**config.mk**
```make
export PLATFORM = sky130hd
export DESIGN_NAME = l3d_map_unit
export DESIGN_NICKNAME = d
export VERILOG_FILES = /design/src/sv/l3d_pkg.sv /design/src/sv/l3d_map_unit.sv
export SDC_FILE = /design/constraint.sdc
export NUM_CORES = 1
export LEC_CHECK = 0
export ABC_AREA = 1
export ABC_CLOCK_PERIOD_IN_PS = 8100
export BUFFER_PORTS_ARGS = -buffer_cell sky130_fd_sc_hd__buf_2
export CORE_MARGIN = 8
export CORE_UTILIZATION = 45
export DETAILED_ROUTE_END_ITERATION = 16
export PLACE_DENSITY = 0.65
export SYNTH_ARGS = -nofsm -noshare
export SYNTH_HDL_FRONTEND = slang
export SYNTH_SLANG_ARGS = --single-unit
export TNS_END_PERCENT = 5
```
**constraint.sdc**
```tcl
create_clock -name clock -period 8.1 [get_ports clock]
set_input_delay 2.43 -clock clock [delete_from_list [all_inputs] [get_ports clock]]
set_output_delay 2.43 -clock clock [all_outputs]
set_load 0.01 [all_outputs]
```
**src/sv/l3d_pkg.sv**
```systemverilog
// shared constants and types for the 3d lut trilinear sampler
// no dependencies; imported by the interfaces, the map unit and the top level
package l3d_pkg;

   localparam int MAX_LATTICE = 32;
   localparam int STORE_DEPTH = MAX_LATTICE * MAX_LATTICE * MAX_LATTICE;
   localparam int ADDR_W      = $clog2(STORE_DEPTH);
   localparam int VAL_W       = 16;
   localparam int FRAC_W      = 16;
   localparam int POS_W       = FRAC_W + 1;
   localparam int SIZE_W      = 6;
   localparam int ROW_W       = 2 * SIZE_W;
   localparam int CORNER_W    = 3 * SIZE_W;
   localparam int WORD_W      = 3 * VAL_W;
   localparam int ENTRY_W     = 15;
   localparam int CH_W        = 2;
   localparam int CSR_IDX_W   = 3;
   localparam int CSR_DATA_W  = 16;
   localparam int LANES       = 3;

   localparam logic [POS_W-1:0] ONE_Q16 = POS_W'(1) << FRAC_W;

   typedef enum logic [CSR_IDX_W-1:0] {
      CSR_LATTICE_SIZE = 3'd0,
      CSR_TABLE_VALID  = 3'd1,
      CSR_MIN_RED      = 3'd2,
      CSR_MIN_GREEN    = 3'd3,
      CSR_MIN_BLUE     = 3'd4,
      CSR_MAX_RED      = 3'd5,
      CSR_MAX_GREEN    = 3'd6,
      CSR_MAX_BLUE     = 3'd7
   } csr_idx_type;

   typedef enum logic [CH_W-1:0] {
      CH_RED   = 2'd0,
      CH_GREEN = 2'd1,
      CH_BLUE  = 2'd2,
      CH_NONE  = 2'd3
   } ch_type;

   typedef logic [LANES-1:0][VAL_W-1:0] val_vec_type;
   typedef logic [LANES-1:0][POS_W-1:0] pos_vec_type;

   typedef struct packed {
      logic busy;
      logic done;
   } map_status_type;

endpackage

```
**src/sv/l3d_map_unit.sv**
```systemverilog
// domain mapping of three color components, (v-min)/(max-min) in q.16, clamped
// to 0..1 (v itself if max <= min); restoring divider, one quotient bit per cycle per lane; depends on l3d_pkg
module l3d_map_unit import l3d_pkg::*; (
   input  logic           clock,
   input  logic           reset,
   input  logic           start,
   input  val_vec_type    v,
   input  val_vec_type    lo,
   input  val_vec_type    hi,
   output map_status_type status,
   output pos_vec_type    t
);

   typedef enum logic [1:0] {
      MODE_HOLD,
      MODE_SAT,
      MODE_DIV
   } mode_type;

   localparam int CNT_W = $clog2(FRAC_W);

   logic                          busy_ff;
   logic                          done_ff;
   logic [CNT_W-1:0]              cnt_ff;
   mode_type [LANES-1:0]          mode_ff;
   logic [LANES-1:0][VAL_W-1:0]   rem_ff;
   logic [LANES-1:0][VAL_W-1:0]   den_ff;
   logic [LANES-1:0][FRAC_W-1:0]  q_ff;

   always_ff @(posedge clock) begin
      if (reset) begin
         busy_ff <= 1'b0;
         done_ff <= 1'b0;
         cnt_ff  <= '0;
      end else begin
         done_ff <= 1'b0;
         if (start) begin
            busy_ff <= 1'b1;
            cnt_ff  <= CNT_W'(FRAC_W - 1);
         end else if (busy_ff) begin
            cnt_ff <= cnt_ff - 1'b1;
            if (cnt_ff == '0) begin
               busy_ff <= 1'b0;
               done_ff <= 1'b1;
            end
         end
      end
   end

   always_ff @(posedge clock) begin
      logic [VAL_W:0] rem2;
      logic           ge;
      for (int k = 0; k < LANES; k++) begin
         if (start) begin
            rem_ff[k] <= v[k] - lo[k];
            den_ff[k] <= hi[k] - lo[k];
            if (hi[k] <= lo[k]) begin
               mode_ff[k] <= MODE_HOLD;
               q_ff[k]    <= v[k];
            end else if (v[k] <= lo[k]) begin
               mode_ff[k] <= MODE_HOLD;
               q_ff[k]    <= '0;
            end else if ((v[k] - lo[k]) >= (hi[k] - lo[k])) begin
               mode_ff[k] <= MODE_SAT;
               q_ff[k]    <= '0;
            end else begin
               mode_ff[k] <= MODE_DIV;
               q_ff[k]    <= '0;
            end
         end else if (busy_ff && mode_ff[k] == MODE_DIV) begin
            rem2 = {rem_ff[k], 1'b0};
            ge   = rem2 >= {1'b0, den_ff[k]};
            rem_ff[k] <= ge ? VAL_W'(rem2 - {1'b0, den_ff[k]}) : rem2[VAL_W-1:0];
            q_ff[k]   <= {q_ff[k][FRAC_W-2:0], ge};
         end
      end
   end

   always_comb begin
      for (int k = 0; k < LANES; k++) begin
         t[k] = (mode_ff[k] == MODE_SAT) ? ONE_Q16 : {1'b0, q_ff[k]};
      end
   end

   assign status.busy = busy_ff;
   assign status.done = done_ff;

endmodule

```
==> results of run 1 <==
critical path, stage by stage:
cell and delay, ns:
sky130_fd_sc_hd__buf_2 0.11, sky130_fd_sc_hd__inv_1 0.07, sky130_fd_sc_hd__ha_1 0.15, sky130_fd_sc_hd__inv_1 0.08, sky130_fd_sc_hd__fa_1 0.40, sky130_fd_sc_hd__nand3_1 0.11
sky130_fd_sc_hd__nand3_1 0.13, sky130_fd_sc_hd__a21oi_1 0.31, sky130_fd_sc_hd__inv_1 0.07, sky130_fd_sc_hd__nand4_1 0.10, sky130_fd_sc_hd__nand3_1 0.08, sky130_fd_sc_hd__nand2_1 0.11
sky130_fd_sc_hd__inv_1 0.05, sky130_fd_sc_hd__ha_1 0.27, sky130_fd_sc_hd__nand2_1 0.06, sky130_fd_sc_hd__inv_1 0.05, sky130_fd_sc_hd__nand3_1 0.10, sky130_fd_sc_hd__nor3_1 0.25
sky130_fd_sc_hd__nand3_1 0.13, sky130_fd_sc_hd__nand3_1 0.14, sky130_fd_sc_hd__nor2_2 0.05
per-stage QoR:
stage                     std cells  utilization, %
final                          3247            50.6
after global routing           3247            50.6
after CTS                      3247            50.6
after detailed placement       3215            49.1
after global placement         3215            49.1
after floorplan                2531               -
flip-flops by register name, summed over array words and instances (netlist names):
register  count
den_ff       48
q_ff         48
rem_ff       48
mode_ff       6
cnt_ff        4
busy_ff       1
done_ff       1
worst paths after layout:
path              depth (start not counted)  startpoint         end
hold reg to reg                           1   cnt_ff[3]     done_ff
setup / recovery                         21       hi[0]  mode_ff[1]
setup reg to reg                         12  den_ff[30]  rem_ff[29]
hold / removal                            1   cnt_ff[3]     done_ff
synth_stat cells (21+ instances only):
| cell type | number | area, um^2 |
|---|---|---|
| sky130_fd_sc_hd__edfxtp_1 | 150 | 4500 |
| sky130_fd_sc_hd__nand2_1 | 720 | 2700 |
| sky130_fd_sc_hd__and2_1 | 28 | 175 |
| sky130_fd_sc_hd__nand4_1 | 28 | 175 |
| sky130_fd_sc_hd__xnor2_1 | 30 | 263 |
| sky130_fd_sc_hd__nor2_1 | 170 | 638 |
| sky130_fd_sc_hd__a21oi_1 | 130 | 651 |
| sky130_fd_sc_hd__nand3b_1 | 39 | 293 |
| sky130_fd_sc_hd__nand3_2 | 36 | 360 |
| sky130_fd_sc_hd__o21ai_0 | 50 | 250 |
| sky130_fd_sc_hd__o21bai_1 | 24 | 180 |
| sky130_fd_sc_hd__inv_1 | 486 | 1820 |
| sky130_fd_sc_hd__xor2_1 | 39 | 342 |
| sky130_fd_sc_hd__ha_1 | 192 | 2400 |
| sky130_fd_sc_hd__nand3_1 | 239 | 1200 |
| sky130_fd_sc_hd__nor3_1 | 21 | 105 |
layer usage:
layer  vias up  global-route usage, %  part of all wire (%)
met1      7695                   31.7                    47
li1       8514                      -                     -
met2       445                   40.0                    46
met3        69                   3.26                   4.7
met4         0                   6.14                   1.9
met5         -                      0                     0
kinds of logic (layout without fill, tap and decap cells):
| family | count (synthesis) | in the layout | synth area share, % |
|---|---|---|---|
| AO/OA/AOI/OAI | 240 | 240 | 7.82 |
| XOR/XNOR | 69 | 69 | 3.48 |
| adder cells (fa/ha/maj) | 201 | 201 | 14.9 |
| buffers and inverters | 529 | 727 | 12.1 |
| flip-flops | 156 | 156 | 26.6 |
| AND/OR/NAND/NOR | 1336 | 1336 | 35.2 |
power groups by stage:
stage / clock, mW / sequential (mW) / combinational (mW)
4_1_cts: 0.834 / 1.14 / 2.18
2_1_floorplan: 0 / 1.13 / 1.64
6_report: 0.821 / 1.14 / 2.19
3_3_place_gp: 0 / 1.15 / 2.14
5_1_grt: 0.858 / 1.15 / 2.49
3_5_place_dp: 0 / 1.15 / 2.17
area by class of cell:
type,instances,area share (%)
inverters,488,9.44
clock buffers,23,2.64
repair buffers,207,5.47
clock inverters,9,0.367
flip-flops and latches,156,23.8
multi-input cells,1846,54.9
well taps,518,3.34
==> run summary, run 1 <==
The clock network fraction of total power is 19.8%. The antenna violation net count after detailed routing is 0. The synthesized netlist net count came out at about 2900.

The overall overflow remaining after global route is 0. The data required time of the critical path came out at 8.31 ns. Synthesis produced a netlist whose cell count is 2531. The number of enable flip-flop cells after synthesis is 150. The level count of the clock H-tree is 4. The number of hold violations in the final report came to 0. The sequential cells in the finished layout cover a total of 4620 um^2. The number of CTS-inserted buffers is 17. The overall die area is approximately 45000 um^2. The area of the mapped netlist came out at 17400 um^2. The flow ran to the end, and the final reports show no timing, DRC or antenna violations. The number of sinks driven by the clock tree is 156. Setup repair after global routing left no endpoint under its margin.

The post-layout net count came out at 3064. The power dissipated by switching net loads is 1.84 mW. The average wire length per cell after detail routing came out at ~17 um.

The setup-violating endpoint count in the final report came out at 0. The starting density of the core came out at 45.3%. The clock transition at the registers of the reported paths is 0.07 ns. The maximum clock skew at final layout is 0.00819 ns. After detailed routing, the number of vias per cell comes to 5.15. In this run, synthesis produced a sequential element count of 156.

Of the total power, registers draw 27.5%. The placeable core area is between 30000 and 40000 um^2. The global placer's final weighted congestion came out at 0.957.

The number of antenna diodes in the final layout is 0. The final period demand of the worst path came out at 5.05 ns. The site row count came out at slightly above 70.

The footprint of the multi-input gates is 10700 um^2. The number of placed I/O pins is 200. The tree is rooted in a sky130_fd_sc_hd__clkbuf_16. The average instance area after synthesis came out at 6.87 um^2. The critical path is of the in -> reg type. The DRC violation count after routing is 0. The cell area after layout is just under 20000 um^2. The number of violations of the max-capacitance limit is 0. The overall power is 4.15 mW. The fmax came out at roughly 200 MHz. From left edge to right edge, the die measures 213 um.

The layout has a little under 4000 filler cells. The combinational cell fraction of total power came out at 52.8%. Summing all placed instances gives a cell area of 18800 um^2. Post-CTS timing repair inserted 0 buffers for setup. The worst slew margin relative to its limit is 20.2%.

During placement, the flow inserted port buffers numbering 199. The detailed router's first-iteration violation count is 1103. Across all hold checks on the routed design, the worst slack comes to 0.475 ns. The HPWL after detailed placement came out at 44200 um. The initial antenna violation count is 0. The number of different library cells used by synthesis comes to 55. The synthesis warning total is 0. The later-pin clock latency in the skew report came out at 0.44 ns. The total count of max-transition violations in the final report came out at 0. The worst setup path is captured at a register. At the pin with the least slew margin, the transition time is 1.19 ns.

The total global routing track utilization came out at between 20% and 30%. The switching part of the total came out at between 40 and 50%. The worst hold path belongs to the class reg -> reg. The total vias in the final route came out at 16723. The sequential element share of the synthesized area came out at approximately a quarter. The maximum vdd ir drop is 0.000183 V. The maximum buffer depth of the clock tree is 2. Entering global routing, the biggest net connects between 60 and 70 pins. The first-pass iteration count of the detailed router came out at 5. Leaving out fill and tap cells, the most frequent cell in the layout is sky130_fd_sc_hd__nand2_1.

Leaving out fill and tap cells, the most frequent cells in the layout are sky130_fd_sc_hd__nand2_1, sky130_fd_sc_hd__inv_1, sky130_fd_sc_hd__nand3_1. In this run the worst path has a maximum fanout of 3. The worst path setup slack after routing is 3.05 ns. Data arrives at the worst endpoint at between 5 and 6 ns. The total negative setup slack is 0 ns.

The die height came out at 213 um. The internal power is approximately 2.3 mW. The via count of the first global-routing pass is 16605.

TritonCTS built the clock tree. The aggregate routed wire length is approximately 54000 um. The hold-fix buffer count after cts came out at 0.

The first-pass GRT wire length is 85800 um. The relative area change from synthesis to final layout is 11.6%. After layout, the worst path uses 62.3% of the clock period. The launching element type of the critical path is an input pin. Counting flops with an async set or reset pin after synthesis yields a share of 0%. In the synthesized netlist the dominant register cell turns out to be sky130_fd_sc_hd__edfxtp_1. The setup slack of the worst register-to-register path came out at 5.47 ns. The power per cell area came out at 214 nW/um^2. The post-placement worst setup slack came out at 2.62 ns.

Cells with a size suffix above 1 make up between 10% and 20% of the layout. The number of gates resized after CTS is 0. The static leakage came out at 10.6 nW.
Note: power is estimated with default switching activity, not from simulation.
==> inputs of run 2 (changes only) <==
--- a/config.mk
+++ b/config.mk
@@ -6,7 +6,7 @@
 export NUM_CORES = 1
 export LEC_CHECK = 0
 export ABC_AREA = 1
-export ABC_CLOCK_PERIOD_IN_PS = 8100
+export ABC_CLOCK_PERIOD_IN_PS = 5300
 export BUFFER_PORTS_ARGS = -buffer_cell sky130_fd_sc_hd__buf_2
 export CORE_MARGIN = 8
 export CORE_UTILIZATION = 45
==> constraint.sdc (replaced) <==
create_clock -name clock -period 5.3 [get_ports clock]
set_input_delay 1.59 -clock clock [delete_from_list [all_inputs] [get_ports clock]]
set_output_delay 1.59 -clock clock [all_outputs]
set_load 0.01 [all_outputs]
==> run 2 against run 1 <==
  * Setup slack worse by 1.9 ns
  * Wire length up 0.68%
  * Total power rose by 55%
  * Sequential share of layout area shrank 0.069 points
  * Utilization rose by 0.15 points
  * Highest routed layer unchanged
  * Largest cell class unchanged
  * Clock skew grew 0.0041 ns
  * Largest power group unchanged
  * Non-clock buffer count is 4 higher
  * Cell count rose by 0.12%
  * Critical path type unchanged
  * Critical endpoint unchanged
==> run summary, run 2 (same netlist as run 1, synthesis figures left out) <==
The run finished with clean final reports. The average wire length per cell after detail routing is ~17 um. The area growth from synthesis to layout is 12.0%. The data arrival time at the worst-slack endpoint came out at around 4.4 ns. The number of gates resized after CTS came out at 0. In this run the critical register-to-register path is captured at rem_ff[29]. The overall die area is 45200 um^2.

Counting instances, the worst hold path has a depth of 1. Pin placement for this block handled 200 I/O pins. The total area of sequential cells is 4620 um^2. The net count of the finished layout is 3068. The fill cell instance count of the final layout came out at 3991. The detail route stage leaves a number of antenna-violating nets equal to 0.

The data required time of the critical path is 5.51 ns. The most common library cell in the layout ignoring fill and taps is sky130_fd_sc_hd__nand2_1. Clock-pin slew was measured on the worst setup and hold paths at 0.07 ns. The critical path capture point type is a register.

The post-placement worst setup slack came out at 0.701 ns. The clock arrives with about 0.012 ns of skew. Buffers inserted to repair hold after CTS numbered 0. The footprint of the multi-input gates came out at 10700 um^2. Setup repair after global routing left no endpoint under its margin. Along the worst path, the maximum fanout reaches 3. The static leakage came out at 10.7 nW. The clock period could shrink to roughly 4.2 ns. The power per cell area came out at 330 nW/um^2. The level count of the clock H-tree is 4.

The detailed router's first-iteration violation count is 1448. In this run the worst hold path is classified as reg -> reg. The fmax is approximately 240 MHz. The launch point of the worst reg-to-reg path is den_ff[30]. The pin count of the biggest net entering global routing came out at 101. From left edge to right edge, the die measures between 200 and 250 um. The worst hold path terminates at done_ff. The total overflow left after global routing is 0. In this run the deepest clock path goes through 2 buffers. Counting the buffers created by CTS gives 17.

The post-route netlist has around 12% of its cells at a drive strength greater than 1. Summed over all nets, the half-perimeter wirelength after detailed placement is 44300 um. The launching element type of the critical path is an input pin. Setup violations remaining at the end of the flow were counted as 0.

The later-pin clock latency in the skew report is 0.45 ns. The largest registers in the layout are den_ff (48), q_ff (48), rem_ff (48). The startpoint of the most critical hold path is cnt_ff[3]. Across the run, the number of max-cap violations was 0. In this run the tool buffered the top-level ports with 199 buffer cells.

In this run the post-CTS setup repair buffer count came out at 0. The library cells used most frequently in the layout, excluding fill and tap cells, are sky130_fd_sc_hd__nand2_1, sky130_fd_sc_hd__inv_1, sky130_fd_sc_hd__nand3_1. The total negative setup slack came out at 0 ns. The maximum vdd ir drop came out at 0.000257 V. The first-pass iteration count of the detailed router is 6.

The initial antenna violation count came out at 0. The setup slack of the worst register-to-register path came out at 2.64 ns. The clock tree from TritonCTS is done. The first-pass GRT wire length came out at 85600 um.

The worst path meets setup with 1.14 ns of slack. The die height came out at 213 um. Of the available clock period, the critical path in the final layout requires a little under 80%. The critical path in this run is classified as in -> reg.

The total vias in the final route is approximately 17000. The number of cells traversed by the worst register-to-register path came out at 12. The site row count came out at 72. The via density per instance came out at 5.18. The placeable core area is 38400 um^2. The global placer's final weighted congestion came out at 0.968.

The via count of the first global-routing pass is 16485. The DRC violation count after routing came out at 0. Global routing consumed, over all layers together, 23.9% of the routing resources. The total inserted antenna cells came out at 0.

The total count of max-transition violations in the final report is 0. The clock tree root buffer cell is sky130_fd_sc_hd__clkbuf_16. Measured against its own limit, the worst slew margin works out to ~27%. The initial utilization of the core area, before any placement, comes to between 40 and 50%. At the pin with the least slew margin, the transition time is 1.09 ns.

The number of hold violations in the final report came out at 0. The aggregate routed wire length came out at 54000 um. The number of sinks driven by the clock tree came out at 156.
run 2: where the power goes:
| group | internal (mW) | switching (mW) | leakage [nW] |
|---|---|---|---|
| sequential | 1.64 | 0.106 | 1.54 |
| combinational | 1.20 | 2.16 | 8.84 |
| clock | 0.756 | 0.555 | 0.277 |
| total | 3.60 | 2.82 | 10.7 |
run 2: worst max-delay path by stage:
stage,endpoint,slack (ns),from
6_report,mode_ff[1],1.14,hi[0]
5_1_grt,mode_ff[1],0.94,hi[0]
4_1_cts,mode_ff[1],1.19,hi[0]
3_5_place_dp,mode_ff[1],0.70,hi[0]
3_3_place_gp,mode_ff[1],0.82,hi[0]
2_1_floorplan,mode_ff[1],1.25,hi[0]
run 2: final cells by class:
class	instances	share of cell area, %
clock inverter	10	0.733
clock buffer	22	2.33
tap	518	3.33
inverter	488	9.41
timing repair buffer	211	5.67
sequential	156	23.8
multi-input combinational	1846	54.8
run 2: per-stage QoR:
stage / hold slack (ns) / power, mW / cells / util, % / area, um^2
2_1_floorplan: 0.420 / 4.23 / 2531 / - / 17400
3_3_place_gp: 0.452 / 5.05 / 3219 / 49.2 / 18900
3_5_place_dp: 0.451 / 5.09 / 3219 / 49.2 / 18900
4_1_cts: 0.462 / 6.43 / 3251 / 50.7 / 19500
5_1_grt: 0.477 / 6.95 / 3251 / 50.7 / 19500
6_report: 0.462 / 6.42 / 3251 / 50.7 / 19500
run 2: metal layers:
metal  track usage [%]  part of all wire [%]
met5                 0                     0
met3              3.74                   6.3
met1              32.2                    46
met2              39.2                    46
met4              6.62                   2.1
run 2: critical path: stages:
cell and delay [ns]:
sky130_fd_sc_hd__buf_2 0.11, sky130_fd_sc_hd__inv_1 0.06, sky130_fd_sc_hd__ha_1 0.16, sky130_fd_sc_hd__inv_1 0.08, sky130_fd_sc_hd__fa_1 0.41, sky130_fd_sc_hd__nand3_1 0.11
sky130_fd_sc_hd__nand3_1 0.14, sky130_fd_sc_hd__a21oi_1 0.34, sky130_fd_sc_hd__inv_1 0.08, sky130_fd_sc_hd__nand4_1 0.10, sky130_fd_sc_hd__nand3_1 0.07, sky130_fd_sc_hd__nand2_1 0.09
sky130_fd_sc_hd__inv_1 0.05, sky130_fd_sc_hd__ha_1 0.26, sky130_fd_sc_hd__nand2_1 0.06, sky130_fd_sc_hd__inv_1 0.05, sky130_fd_sc_hd__nand3_1 0.08, sky130_fd_sc_hd__nor3_1 0.22
sky130_fd_sc_hd__nand3_1 0.11, sky130_fd_sc_hd__nand3_1 0.14, sky130_fd_sc_hd__nor2_2 0.05
