[src/sv/l3d_ram.sv]
// generic simple dual port ram, one write and one registered read port
// no dependencies
module l3d_ram #(
   parameter int WIDTH = 8,
   parameter int DEPTH = 16
) (
   input  logic                     clock,
   input  logic                     we,
   input  logic [$clog2(DEPTH)-1:0] waddr,
   input  logic [WIDTH-1:0]         wdata,
   input  logic [$clog2(DEPTH)-1:0] raddr,
   output logic [WIDTH-1:0]         rdata
);

   logic [WIDTH-1:0] mem [DEPTH];
   logic [WIDTH-1:0] rdata_ff;

   always_ff @(posedge clock) begin
      if (we) begin
         mem[waddr] <= wdata;
      end
      rdata_ff <= mem[raddr];
   end

   assign rdata = rdata_ff;

endmodule

[config.mk]
export PLATFORM = sky130hd
export DESIGN_NAME = l3d_ram
export DESIGN_NICKNAME = d
export VERILOG_FILES = /design/src/sv/l3d_ram.sv
export SDC_FILE = /design/constraint.sdc
export NUM_CORES = 1
export LEC_CHECK = 0
export ABC_CLOCK_PERIOD_IN_PS = 1950
export BUFFER_PORTS_ARGS = -buffer_cell sky130_fd_sc_hd__buf_4
export CORE_ASPECT_RATIO = 1.25
export CORE_MARGIN = 10
export CORE_UTILIZATION = 30
export DETAILED_ROUTE_END_ITERATION = 8
export PLACE_DENSITY_LB_ADDON = 0.12
export SYNTH_ARGS = -nofsm -noshare
export SYNTH_HDL_FRONTEND = slang
export SYNTH_SLANG_ARGS = --single-unit
[constraint.sdc]
create_clock -name clock -period 1.95 [get_ports clock]
set_input_delay 0 -clock clock [delete_from_list [all_inputs] [get_ports clock]]
set_output_delay 0 -clock clock [all_outputs]
set_load 0.01 [all_outputs]
==> impl_metrics.env, run 1 <==
export IMPL_status="finished clean"
export IMPL_synth_fp_nets=247
export IMPL_wire_per_inst_um=20.60
export IMPL_p_int_mw=5.816
export IMPL_h_tree_depth=4
export IMPL_rsz0062_at_grt="false"
export IMPL_pwr_share_comb_pct=4.8
export IMPL_coreArea_um2=16840
export IMPL_setup_violations=0
export IMPL_yosys_warnings=0
export IMPL_ant_nets=0
export IMPL_worst_pin_slew_ns=0.7152
export IMPL_clock_latency_ns=0.40
export IMPL_cts_tree="yes"
export IMPL_initial_utilization_pct=30.56
export IMPL_io_buffer_count=25
export IMPL_maxSlewViolCount=0
export IMPL_antenna_found_initial=0
export IMPL_grt_first_pass_wirelength_um=17050
export IMPL_startpoint="mem[1][2]$_DFFE_PP_"
export IMPL_firstDrtPassIters=4
export IMPL_reg2reg_depth=3
export IMPL_fp_dieArea_um2=22830
export IMPL_hold_depth=3
export IMPL_row_count=53
export IMPL_dpl_cell_area_um2=5694
export IMPL_startpoint_type="flip-flop"
export IMPL_viasPerCell=4.587
export IMPL_syn_cell_area_um2=5147
export IMPL_gp_congestion=0.7367
export IMPL_drt_initial_drc_count=161
export IMPL_ctsResizeCount=0
export IMPL_max_slew_margin_pct=52.14
export IMPL_finClkSkew_ns=0.005138
export IMPL_layout_area_overhead_vs_synth_pct=24.94
export IMPL_min_delay_start="waddr[0]"
export IMPL_yosysUniqueCellTypes=19
export IMPL_dp_hpwl_um=7313
export IMPL_die_y_um=166.5
export IMPL_route_vias_total=2408
export IMPL_fmax_mhz=726.9
export IMPL_ios=26
export IMPL_switching_share_pct=18.70
export IMPL_post_cts_buffers=0
export IMPL_numCtsBuffers=17
export IMPL_avgSynthCellArea_um2=22.48
export IMPL_p_sw_mw=1.338
export IMPL_maxCapViolations=0
export IMPL_clkTransAtPathRegs_ns=0.06
export IMPL_seq_area_frac_synth_pct=77.78
export IMPL_cts_root_buffer="clkbuf_16"
export IMPL_final_nets=310
export IMPL_cellPowerDensity_nw_per_um2=1112
export IMPL_min_path_type="input port to flip-flop"
export IMPL_critPathCaptureType="flip-flop"
export IMPL_die_w_um=137.2
export IMPL_critPathArrivalTime_ns=1.66
export IMPL_antennaDiodeCount=0
export IMPL_drcViolationCount=0
export IMPL_grt_use_total_pct=10.22
export IMPL_n_fill_cell=1580
export IMPL_irDropWorstVdd_mv=0.5360
export IMPL_timing_rr_start="mem[1][2]$_DFFE_PP_"
export IMPL_pwr_share_seq_pct=45.9
export IMPL_setup_tns_ns=0
export IMPL_drive_gt1_share_pct=30.82
export IMPL_postCtsHoldBufs=8
export IMPL_yosys_register_bits=136
export IMPL_wl_um=10820
export IMPL_worstPathMaxFanout=1
export IMPL_grt_max_degree=33
export IMPL_power_frac_clock_pct=49.3
export IMPL_hold_viol_final=0
export IMPL_cts_num_sinks=136
export IMPL_timing_worst_setup_path_type="flip-flop to flip-flop"
export IMPL_finalCriticalPeriod_ns=1.376
export IMPL_grt_pass1_vias=2750
export IMPL_post_route_cell_area_um2=6431
export IMPL_min_period_over_period_pct=70.55
export IMPL_critPathRequiredTime_ns=2.23
export IMPL_power_leakage_nw=2.183
export IMPL_netlist_instances=229
export IMPL_grt_ovfl_total=0
export IMPL_cts_buffer_depth=2
[cell usage in the layout (no fill, tap or decap)]
master	instances
nor2_1	13
a22oi_1	16
nor3_1	4
nand2b_1	2
buf_12	1
buf_4	45
clkbuf_16	17
inv_6	1
and2_1	1
clkbuf_1	1
mux4_1	14
bufinv_16	6
nand2_1	9
nand3_1	1
clkinv_4	1
clkinvlp_4	1
mux4_2	18
and2b_1	1
nor2b_1	1
dfxtp_1	8
clkinv_1	2
clkinv_2	3
nand3b_1	2
dlygate4sd3_1	8
edfxtp_1	128
or3b_2	1
[layer usage]
layer,track usage [%],share of wire (%),up-vias
met4,3.857,1.5,0
met5,0,0,-
met2,16.33,51,52
met3,2.920,3.8,10
li1,-,-,1098
met1,12.76,44,1248
[worst paths after layout]
path	to	slack, ns
max	rdata[2]$_DFF_P_	0.57
min	mem[4][3]$_DFFE_PP_	0.11
max reg2reg	rdata[2]$_DFF_P_	0.57
min reg2reg	rdata[0]$_DFF_P_	0.67
[cell families after synthesis]
kind of cell | after synthesis | share of synthesized area, %
AO/OA/AOI/OAI | 16 | 2.334
buffers and inverters | 10 | 1.677
flip-flops | 136 | 77.78
multiplexers | 32 | 15.02
AND/OR/NAND/NOR | 35 | 3.184
[power by group through the flow]
| stage | Sequential, mW | Clock [mW] | Combinational (mW) |
|---|---|---|---|
| floorplan | 3.35 | 0 | 0.166 |
| global placement | 3.35 | 0 | 0.339 |
| detailed placement | 3.35 | 0 | 0.343 |
| CTS | 3.29 | 3.61 | 0.357 |
| global route | 3.29 | 3.75 | 0.382 |
| finish | 3.29 | 3.52 | 0.344 |
[flip-flops by register name, summed over array words and instances (netlist names)]
name and count:
rdata 8, mem 128
[Yosys cell counts]
library cell     instances  share of area [%]
buf_4                    1               0.15
mux4_1                  14                7.1
buf_2                    3               0.29
buf_6                    3               0.66
nor2b_1                  1               0.12
nor3_1                   4               0.39
nand2b_1                 2               0.24
dfxtp_1                  8                3.1
clkdlybuf4s25_2          3               0.58
edfxtp_1               128                 75
nand3_1                  1              0.097
and2_1                   1               0.12
mux4_2                  18                7.9
or3b_2                   1               0.17
nand3b_1                 2               0.29
nand2_1                  9               0.66
nor2_1                  13               0.95
a22oi_1                 16                2.3
and2b_1                  1               0.15
[per-stage QoR]
step | worst slack, ns | hold slack (ns) | power [mW] | utilization [%] | cells
after floorplan | 0.4571 | 0.09887 | 3.518 | - | 229
after global placement | 0.3613 | 0.3073 | 3.687 | 33.81 | 485
after detailed placement | 0.3452 | 0.3276 | 3.693 | 33.81 | 485
after CTS | 0.5725 | 0.09831 | 7.256 | 38.18 | 525
after global routing | 0.4911 | 0.1159 | 7.424 | 38.18 | 525
final | 0.5742 | 0.1112 | 7.154 | 38.18 | 525
[worst max-delay path: stages (launching register included)]
cell,delay [ns]
edfxtp_1,0.36
mux4_1,0.50
a22oi_1,0.30
nand2_1,0.10
[layout make-up]
class / count / area, um^2 / share of cell area (%)
tap: 220 / 275.3 / 4.280
sequential: 136 / 4004 / 62.26
clock inverter: 14 / 227.7 / 3.541
clock buffer: 18 / 429.2 / 6.673
multi-input combinational: 83 / 1057 / 16.44
timing repair buffer: 54 / 437.9 / 6.809
Note: power is estimated with default switching activity, not from simulation.
==> run 2, diff against run 1 <==
ABC_CLOCK_PERIOD_IN_PS = 1100   (was 1950)
clock period = 1.1 ns   (was 1.95 ns; I/O delays follow)
==> run 2 against run 1 <==
  * Die area stayed put
  * Sequential power is 77% higher
  * Final cell count is 2.7% higher
  * First-iteration DRC count is 14% lower
  * The run now ends with negative setup slack left
  * Critical path depth stayed put
  * Combinational power is 110% higher
  * Critical path type unchanged
  * Register-to-register slack worse by 0.73 ns
  * Setup slack worse by 0.73 ns
==> impl_metrics.env, run 2 (synthesized netlist as in run 1, its figures left out) <==
export IMPL_critPathArrivalTime_ns=1.55
export IMPL_grt_use_total_pct=10.09
export IMPL_critPathSlowestCell="mux4_2"
export IMPL_timing_worst_setup_path_type="flip-flop to flip-flop"
export IMPL_die_y_um=166.5
export IMPL_row_count=53
export IMPL_dp_hpwl_um=7748
export IMPL_worstPathMaxFanout=1
export IMPL_ios=26
export IMPL_maxCapViolations=0
export IMPL_h_tree_depth=4
export IMPL_hold_end="mem[0][4]$_DFFE_PP_"
export IMPL_cts_buffer_depth=2
export IMPL_maxSlewViolCount=0
export IMPL_regMostFlops="mem"
export IMPL_timing_rr_start="mem[11][2]$_DFFE_PP_"
export IMPL_violations="negative setup slack"
export IMPL_grt_ovfl_total=0
export IMPL_antennaDiodeCount=0
export IMPL_drcViolationCount=0
export IMPL_status="finished, violations left"
export IMPL_coreArea_um2=16840
export IMPL_firstDrtPassIters=4
export IMPL_largest_reg_flops=128
export IMPL_setup_violations=8
export IMPL_hold_viol_final=0
export IMPL_min_path_type="input port to flip-flop"
export IMPL_max_slew_margin_pct=42.74
export IMPL_post_cts_buffers=0
export IMPL_worst_slack_ns=-0.1595
export IMPL_worst_pin_slew_ns=0.8558
export IMPL_n_fill_cell=1549
export IMPL_dp_worst_setup_slack_ns=-0.2248
export IMPL_startpoint_type="flip-flop"
export IMPL_min_period_over_period_pct=114.5
export IMPL_hold_depth=3
export IMPL_cts_num_sinks=136
export IMPL_layout_area_overhead_vs_synth_pct=29.87
export IMPL_die_w_um=137.2
export IMPL_post_route_cell_area_um2=6685
export IMPL_ant_nets=0
export IMPL_numCtsBuffers=17
export IMPL_wl_um=10710
export IMPL_dpl_cell_area_um2=5896
export IMPL_viasPerCell=4.455
export IMPL_cellPowerDensity_nw_per_um2=1932
export IMPL_cp_slowest_stage_delay_ns=0.46
export IMPL_drt_initial_drc_count=139
export IMPL_io_buffer_count=25
export IMPL_fp_dieArea_um2=22830
export IMPL_finClkSkew_ns=0.005039
export IMPL_final_nets=324
export IMPL_cts_root_buffer="clkbuf_16"
export IMPL_regToRegSetupSlack_ns=-0.16
export IMPL_reg2reg_depth=3
export IMPL_route_vias_total=2401
export IMPL_grt_max_degree=17
export IMPL_min_delay_start="waddr[1]"
export IMPL_mostFrequentLayoutCells="edfxtp_1, buf_4, mux4_2"
export IMPL_timing_rr_end="rdata[2]$_DFF_P_"
export IMPL_grt_pass1_vias=2687
export IMPL_grt_first_pass_wirelength_um=16550
export IMPL_crit_chain="mux4_2, a22oi_1, nand2_1"
export IMPL_irDropWorstVdd_mv=1.005
export IMPL_initial_utilization_pct=30.56
export IMPL_finalCriticalPeriod_ns=1.259
export IMPL_critPathRequiredTime_ns=1.39
export IMPL_critPathCaptureType="flip-flop"
export IMPL_clock_latency_ns=0.40
export IMPL_antenna_found_initial=0
export IMPL_timing_hold_ws_ns=0.09713
export IMPL_setup_tns_ns=-1.054
export IMPL_rsz0062_at_grt="true"
export IMPL_clkTransAtPathRegs_ns=0.06
export IMPL_final_common_cell="edfxtp_1"
export IMPL_fmax_mhz=794.0
export IMPL_wire_per_inst_um=19.86
export IMPL_drive_gt1_share_pct=43.57
export IMPL_gp_congestion=0.6946
export IMPL_power_leakage_nw=2.234
export IMPL_cts_tree="yes"
## run 2: cell count changes in the layout (fill, tap and decap cells not counted), sizes merged
| cell | change |
|---|---|
| clkinvlp | +4 |
| buf | +14 |
| clkinv | -4 |
| inv | +1 |
| clkbuf | -1 |
## run 2: report_power, final
group	internal [mW]	leakage, nW	switching, mW
clock	4.26	0.312	2.12
sequential	5.79	1.22	0.0337
combinational	0.353	0.699	0.352
total	10.4	2.23	2.51
## run 2: cell type report
class / count / area, um^2 / area share [%]
clock buffers: 17 / 425.4 / 6.363
flip-flops and latches: 136 / 4004 / 59.89
clock inverters: 15 / 249.0 / 3.725
multi-input cells: 83 / 1076 / 16.10
repair buffers: 68 / 655.6 / 9.807
well taps: 220 / 275.3 / 4.118
## run 2: worst max-delay path by stage
stage / startpoint / end / slack, ns / cells after the start
after floorplan: mem[3][0]$_DFFE_PP_ / rdata[0]$_DFF_P_ / -0.03 / 3
after detailed placement: raddr[0] / rdata[3]$_DFF_P_ / -0.22 / 5
after CTS: mem[10][7]$_DFFE_PP_ / rdata[7]$_DFF_P_ / -0.17 / 3
after global routing: mem[7][3]$_DFFE_PP_ / rdata[3]$_DFF_P_ / -0.22 / 3
after global placement: raddr[0] / rdata[0]$_DFF_P_ / -0.23 / 5
final: mem[11][2]$_DFFE_PP_ / rdata[2]$_DFF_P_ / -0.16 / 3
## run 2: through the flow
stage	std cells	utilization, %	total power, mW
finish	539	39.69	12.91
global route	539	39.69	13.38
CTS	539	39.66	13.07
detailed placement	499	35.00	6.628
global placement	499	35.00	6.620
floorplan	229	-	6.254
## run 2: layer usage
layer	share of wire, %	vias to the layer above	GRT usage, %
met5	0	-	0
met4	1.3	0	4.545
met3	3.3	7	2.709
met2	53	42	16.48
met1	43	1237	12.10
li1	-	1115	-
## run 2: critical path, delay by kind of cell, from the launching register on
| family | cells | cell delay, ns |
|---|---|---|
| multiplexers | 1 | 0.46 |
| AND/OR/NAND/NOR | 1 | 0.09 |
| flip-flops | 1 | 0.36 |
| AO/OA/AOI/OAI | 1 | 0.23 |
## run 2: timing repair
item | 4_1_cts | 5_1_grt
hold buffers | 8 | 0
hold endpoints to repair | 128 | 0
gates resized for setup | 6 | 1
setup endpoints to repair | 8 | 8
pin swaps | 4 | 3
==> run 3, diff against run 2 <==
PLACE_DENSITY = 0.44   (was not set)
PLACE_DENSITY_LB_ADDON = not set   (was 0.12)
SETUP_SLACK_MARGIN = 0.2   (was not set)
==> run 3 against run 2 <==
  * The run still ends with negative setup slack left
  * Non-clock buffer count grew 8
  * Wire length rose by 3.3%
  * Sequential share of layout area shrank 2.3 points
  * Clock power is 0.9% lower
  * Fmax down 4.0%
  * Register-to-register slack got worse by 0.05 ns
  * Power is 0.26% higher
  * First-iteration DRC count is 23% higher
  * Utilization up 1.6 points
  * Critical path type unchanged
  * Critical endpoint is now rdata[0]$_DFF_P_
  * Largest cell class unchanged
==> impl_metrics.env, run 3 (synthesized netlist as in run 1, its figures left out) <==
export IMPL_cts_buffer_depth=2
export IMPL_timing_rr_end="rdata[0]$_DFF_P_"
export IMPL_post_route_cell_area_um2=6954
export IMPL_min_period_over_period_pct=119.2
export IMPL_startpoint_type="flip-flop"
export IMPL_antennaDiodeCount=0
export IMPL_layout_area_overhead_vs_synth_pct=35.10
export IMPL_max_slew_margin_pct=42.56
export IMPL_worst_slack_ns=-0.2115
export IMPL_post_cts_buffers=0
export IMPL_die_w_um=137.2
export IMPL_worst_pin_slew_ns=0.8585
export IMPL_die_y_um=166.5
export IMPL_drt_initial_drc_count=171
export IMPL_setup_violations=8
export IMPL_power_frac_clock_pct=48.8
export IMPL_cts_tree="yes"
export IMPL_drcViolationCount=0
export IMPL_cts_num_sinks=136
export IMPL_gp_congestion=0.6903
export IMPL_regMostFlops="mem"
export IMPL_coreArea_um2=16840
export IMPL_critPathRequiredTime_ns=1.39
export IMPL_crit_chain="mux4_2, a22oi_2, buf_4, nand2_4"
export IMPL_wl_um=11060
export IMPL_fmax_mhz=762.5
export IMPL_ant_nets=0
export IMPL_min_delay_start="waddr[1]"
export IMPL_power_leakage_nw=2.322
export IMPL_route_vias_total=2520
export IMPL_grt_pass1_vias=2889
export IMPL_startpoint="mem[11][0]$_DFFE_PP_"
export IMPL_grt_max_degree=17
export IMPL_row_count=53
export IMPL_wire_per_inst_um=20.22
export IMPL_final_nets=332
export IMPL_finClkSkew_ns=0.006932
export IMPL_critPathCaptureType="flip-flop"
export IMPL_rsz0062_at_grt="true"
export IMPL_clkTransAtPathRegs_ns=0.06
export IMPL_hold_viol_final=0
export IMPL_worstPathMaxFanout=1
export IMPL_grt_first_pass_wirelength_um=17560
export IMPL_h_tree_depth=4
export IMPL_p_int_mw=10.57
export IMPL_dp_hpwl_um=7405
export IMPL_grt_use_total_pct=10.51
export IMPL_violations="negative setup slack"
export IMPL_final_common_cell="edfxtp_1"
export IMPL_pwr_share_seq_pct=45.0
export IMPL_ios=26
export IMPL_finalCriticalPeriod_ns=1.312
export IMPL_grt_ovfl_total=0
export IMPL_reg2reg_depth=4
export IMPL_drive_gt1_share_pct=47.40
export IMPL_antenna_found_initial=0
export IMPL_min_path_type="input port to flip-flop"
export IMPL_setup_tns_ns=-1.293
export IMPL_cts_root_buffer="clkbuf_16"
export IMPL_viasPerCell=4.607
export IMPL_crit_buf_inv=1
export IMPL_pwr_share_comb_pct=6.2
export IMPL_maxSlewViolCount=0
export IMPL_firstDrtPassIters=4
export IMPL_timing_rr_start="mem[11][0]$_DFFE_PP_"
export IMPL_critPathArrivalTime_ns=1.60
export IMPL_cellPowerDensity_nw_per_um2=1862
export IMPL_maxCapViolations=0
export IMPL_path_depth=4
export IMPL_cp_slowest_stage_delay_ns=0.48
export IMPL_regToRegSetupSlack_ns=-0.21
export IMPL_largest_reg_flops=128
export IMPL_initial_utilization_pct=30.56
export IMPL_crit_family="multiplexers"
export IMPL_crit_path_end="rdata[0]$_DFF_P_"
export IMPL_critPathSlowestCell="mux4_2"
export IMPL_irDropWorstVdd_mv=1.045
export IMPL_timing_worst_setup_path_type="flip-flop to flip-flop"
export IMPL_p_sw_mw=2.377
export IMPL_clock_latency_ns=0.41
export IMPL_dpl_cell_area_um2=6156
export IMPL_status="finished, violations left"
export IMPL_io_buffer_count=25
export IMPL_switching_share_pct=18.36
export IMPL_numCtsBuffers=17
export IMPL_fp_dieArea_um2=22830
export IMPL_mostFrequentLayoutCells="edfxtp_1, buf_4, mux4_2"
[run 3: worst min path at each step]
stage | cells past startpoint | slack [ns] | end
after floorplan | 0 | 0.1 | mem[0][0]$_DFFE_PP_
after global placement | 1 | 0.30 | mem[10][7]$_DFFE_PP_
after detailed placement | 1 | 0.31 | mem[10][7]$_DFFE_PP_
after CTS | 4 | 0.16 | mem[8][4]$_DFFE_PP_
after global routing | 4 | 0.18 | mem[8][4]$_DFFE_PP_
final | 4 | 0.18 | mem[8][7]$_DFFE_PP_
[run 3: per-layer routing]
layer	track usage (%)	share of wire (%)	wire length [um]
met1	12.42	41	4516
met2	17.76	54	5933
met3	2.378	4.1	450
met4	4.545	1.5	162
met5	0	0	0
[run 3: power by group through the flow]
| stage | Combinational [mW] | Clock [mW] | Sequential (mW) |
|---|---|---|---|
| 2_1_floorplan | 0.326 | 0 | 5.94 |
| 4_1_cts | 0.826 | 6.44 | 5.83 |
| 6_report | 0.801 | 6.32 | 5.83 |
| 3_5_place_dp | 0.776 | 0 | 5.94 |
| 3_3_place_gp | 0.772 | 0 | 5.93 |
| 5_1_grt | 0.875 | 6.70 | 5.84 |
[run 3: what timing repair did]
item,in CTS,in global routing
cloned,0,0
endpoints found under the hold margin,128,0
pin swaps,1,1
resized for setup,10,3
hold buffers,8,0
endpoints found under the setup margin,9,9
[run 3: final cells by class]
class                      count  area, um^2
clock buffer                  23       467.9
multi-input combinational     83        1154
timing repair buffer          76       857.1
fill                        1494        9889
sequential                   136        4005
clock inverter                 9       195.2
tap                          220       275.3
[run 3: metrics by stage]
step | std cells | util, % | hold WS (ns) | worst slack, ns | total power, mW
2_1_floorplan | 229 | - | 0.09887 | -0.02687 | 6.269
3_3_place_gp | 507 | 36.55 | 0.3038 | -0.3845 | 6.703
3_5_place_dp | 507 | 36.55 | 0.3138 | -0.3715 | 6.711
4_1_cts | 547 | 41.23 | 0.1631 | -0.2176 | 13.10
5_1_grt | 547 | 41.29 | 0.1756 | -0.2876 | 13.41
6_report | 547 | 41.29 | 0.1803 | -0.2115 | 12.95
[run 3: worst min-delay path, stage by stage]
cell and delay [ns]:
buf_4 0.11, buf_4 0.12, nor3_4 0.05, buf_12 0.14
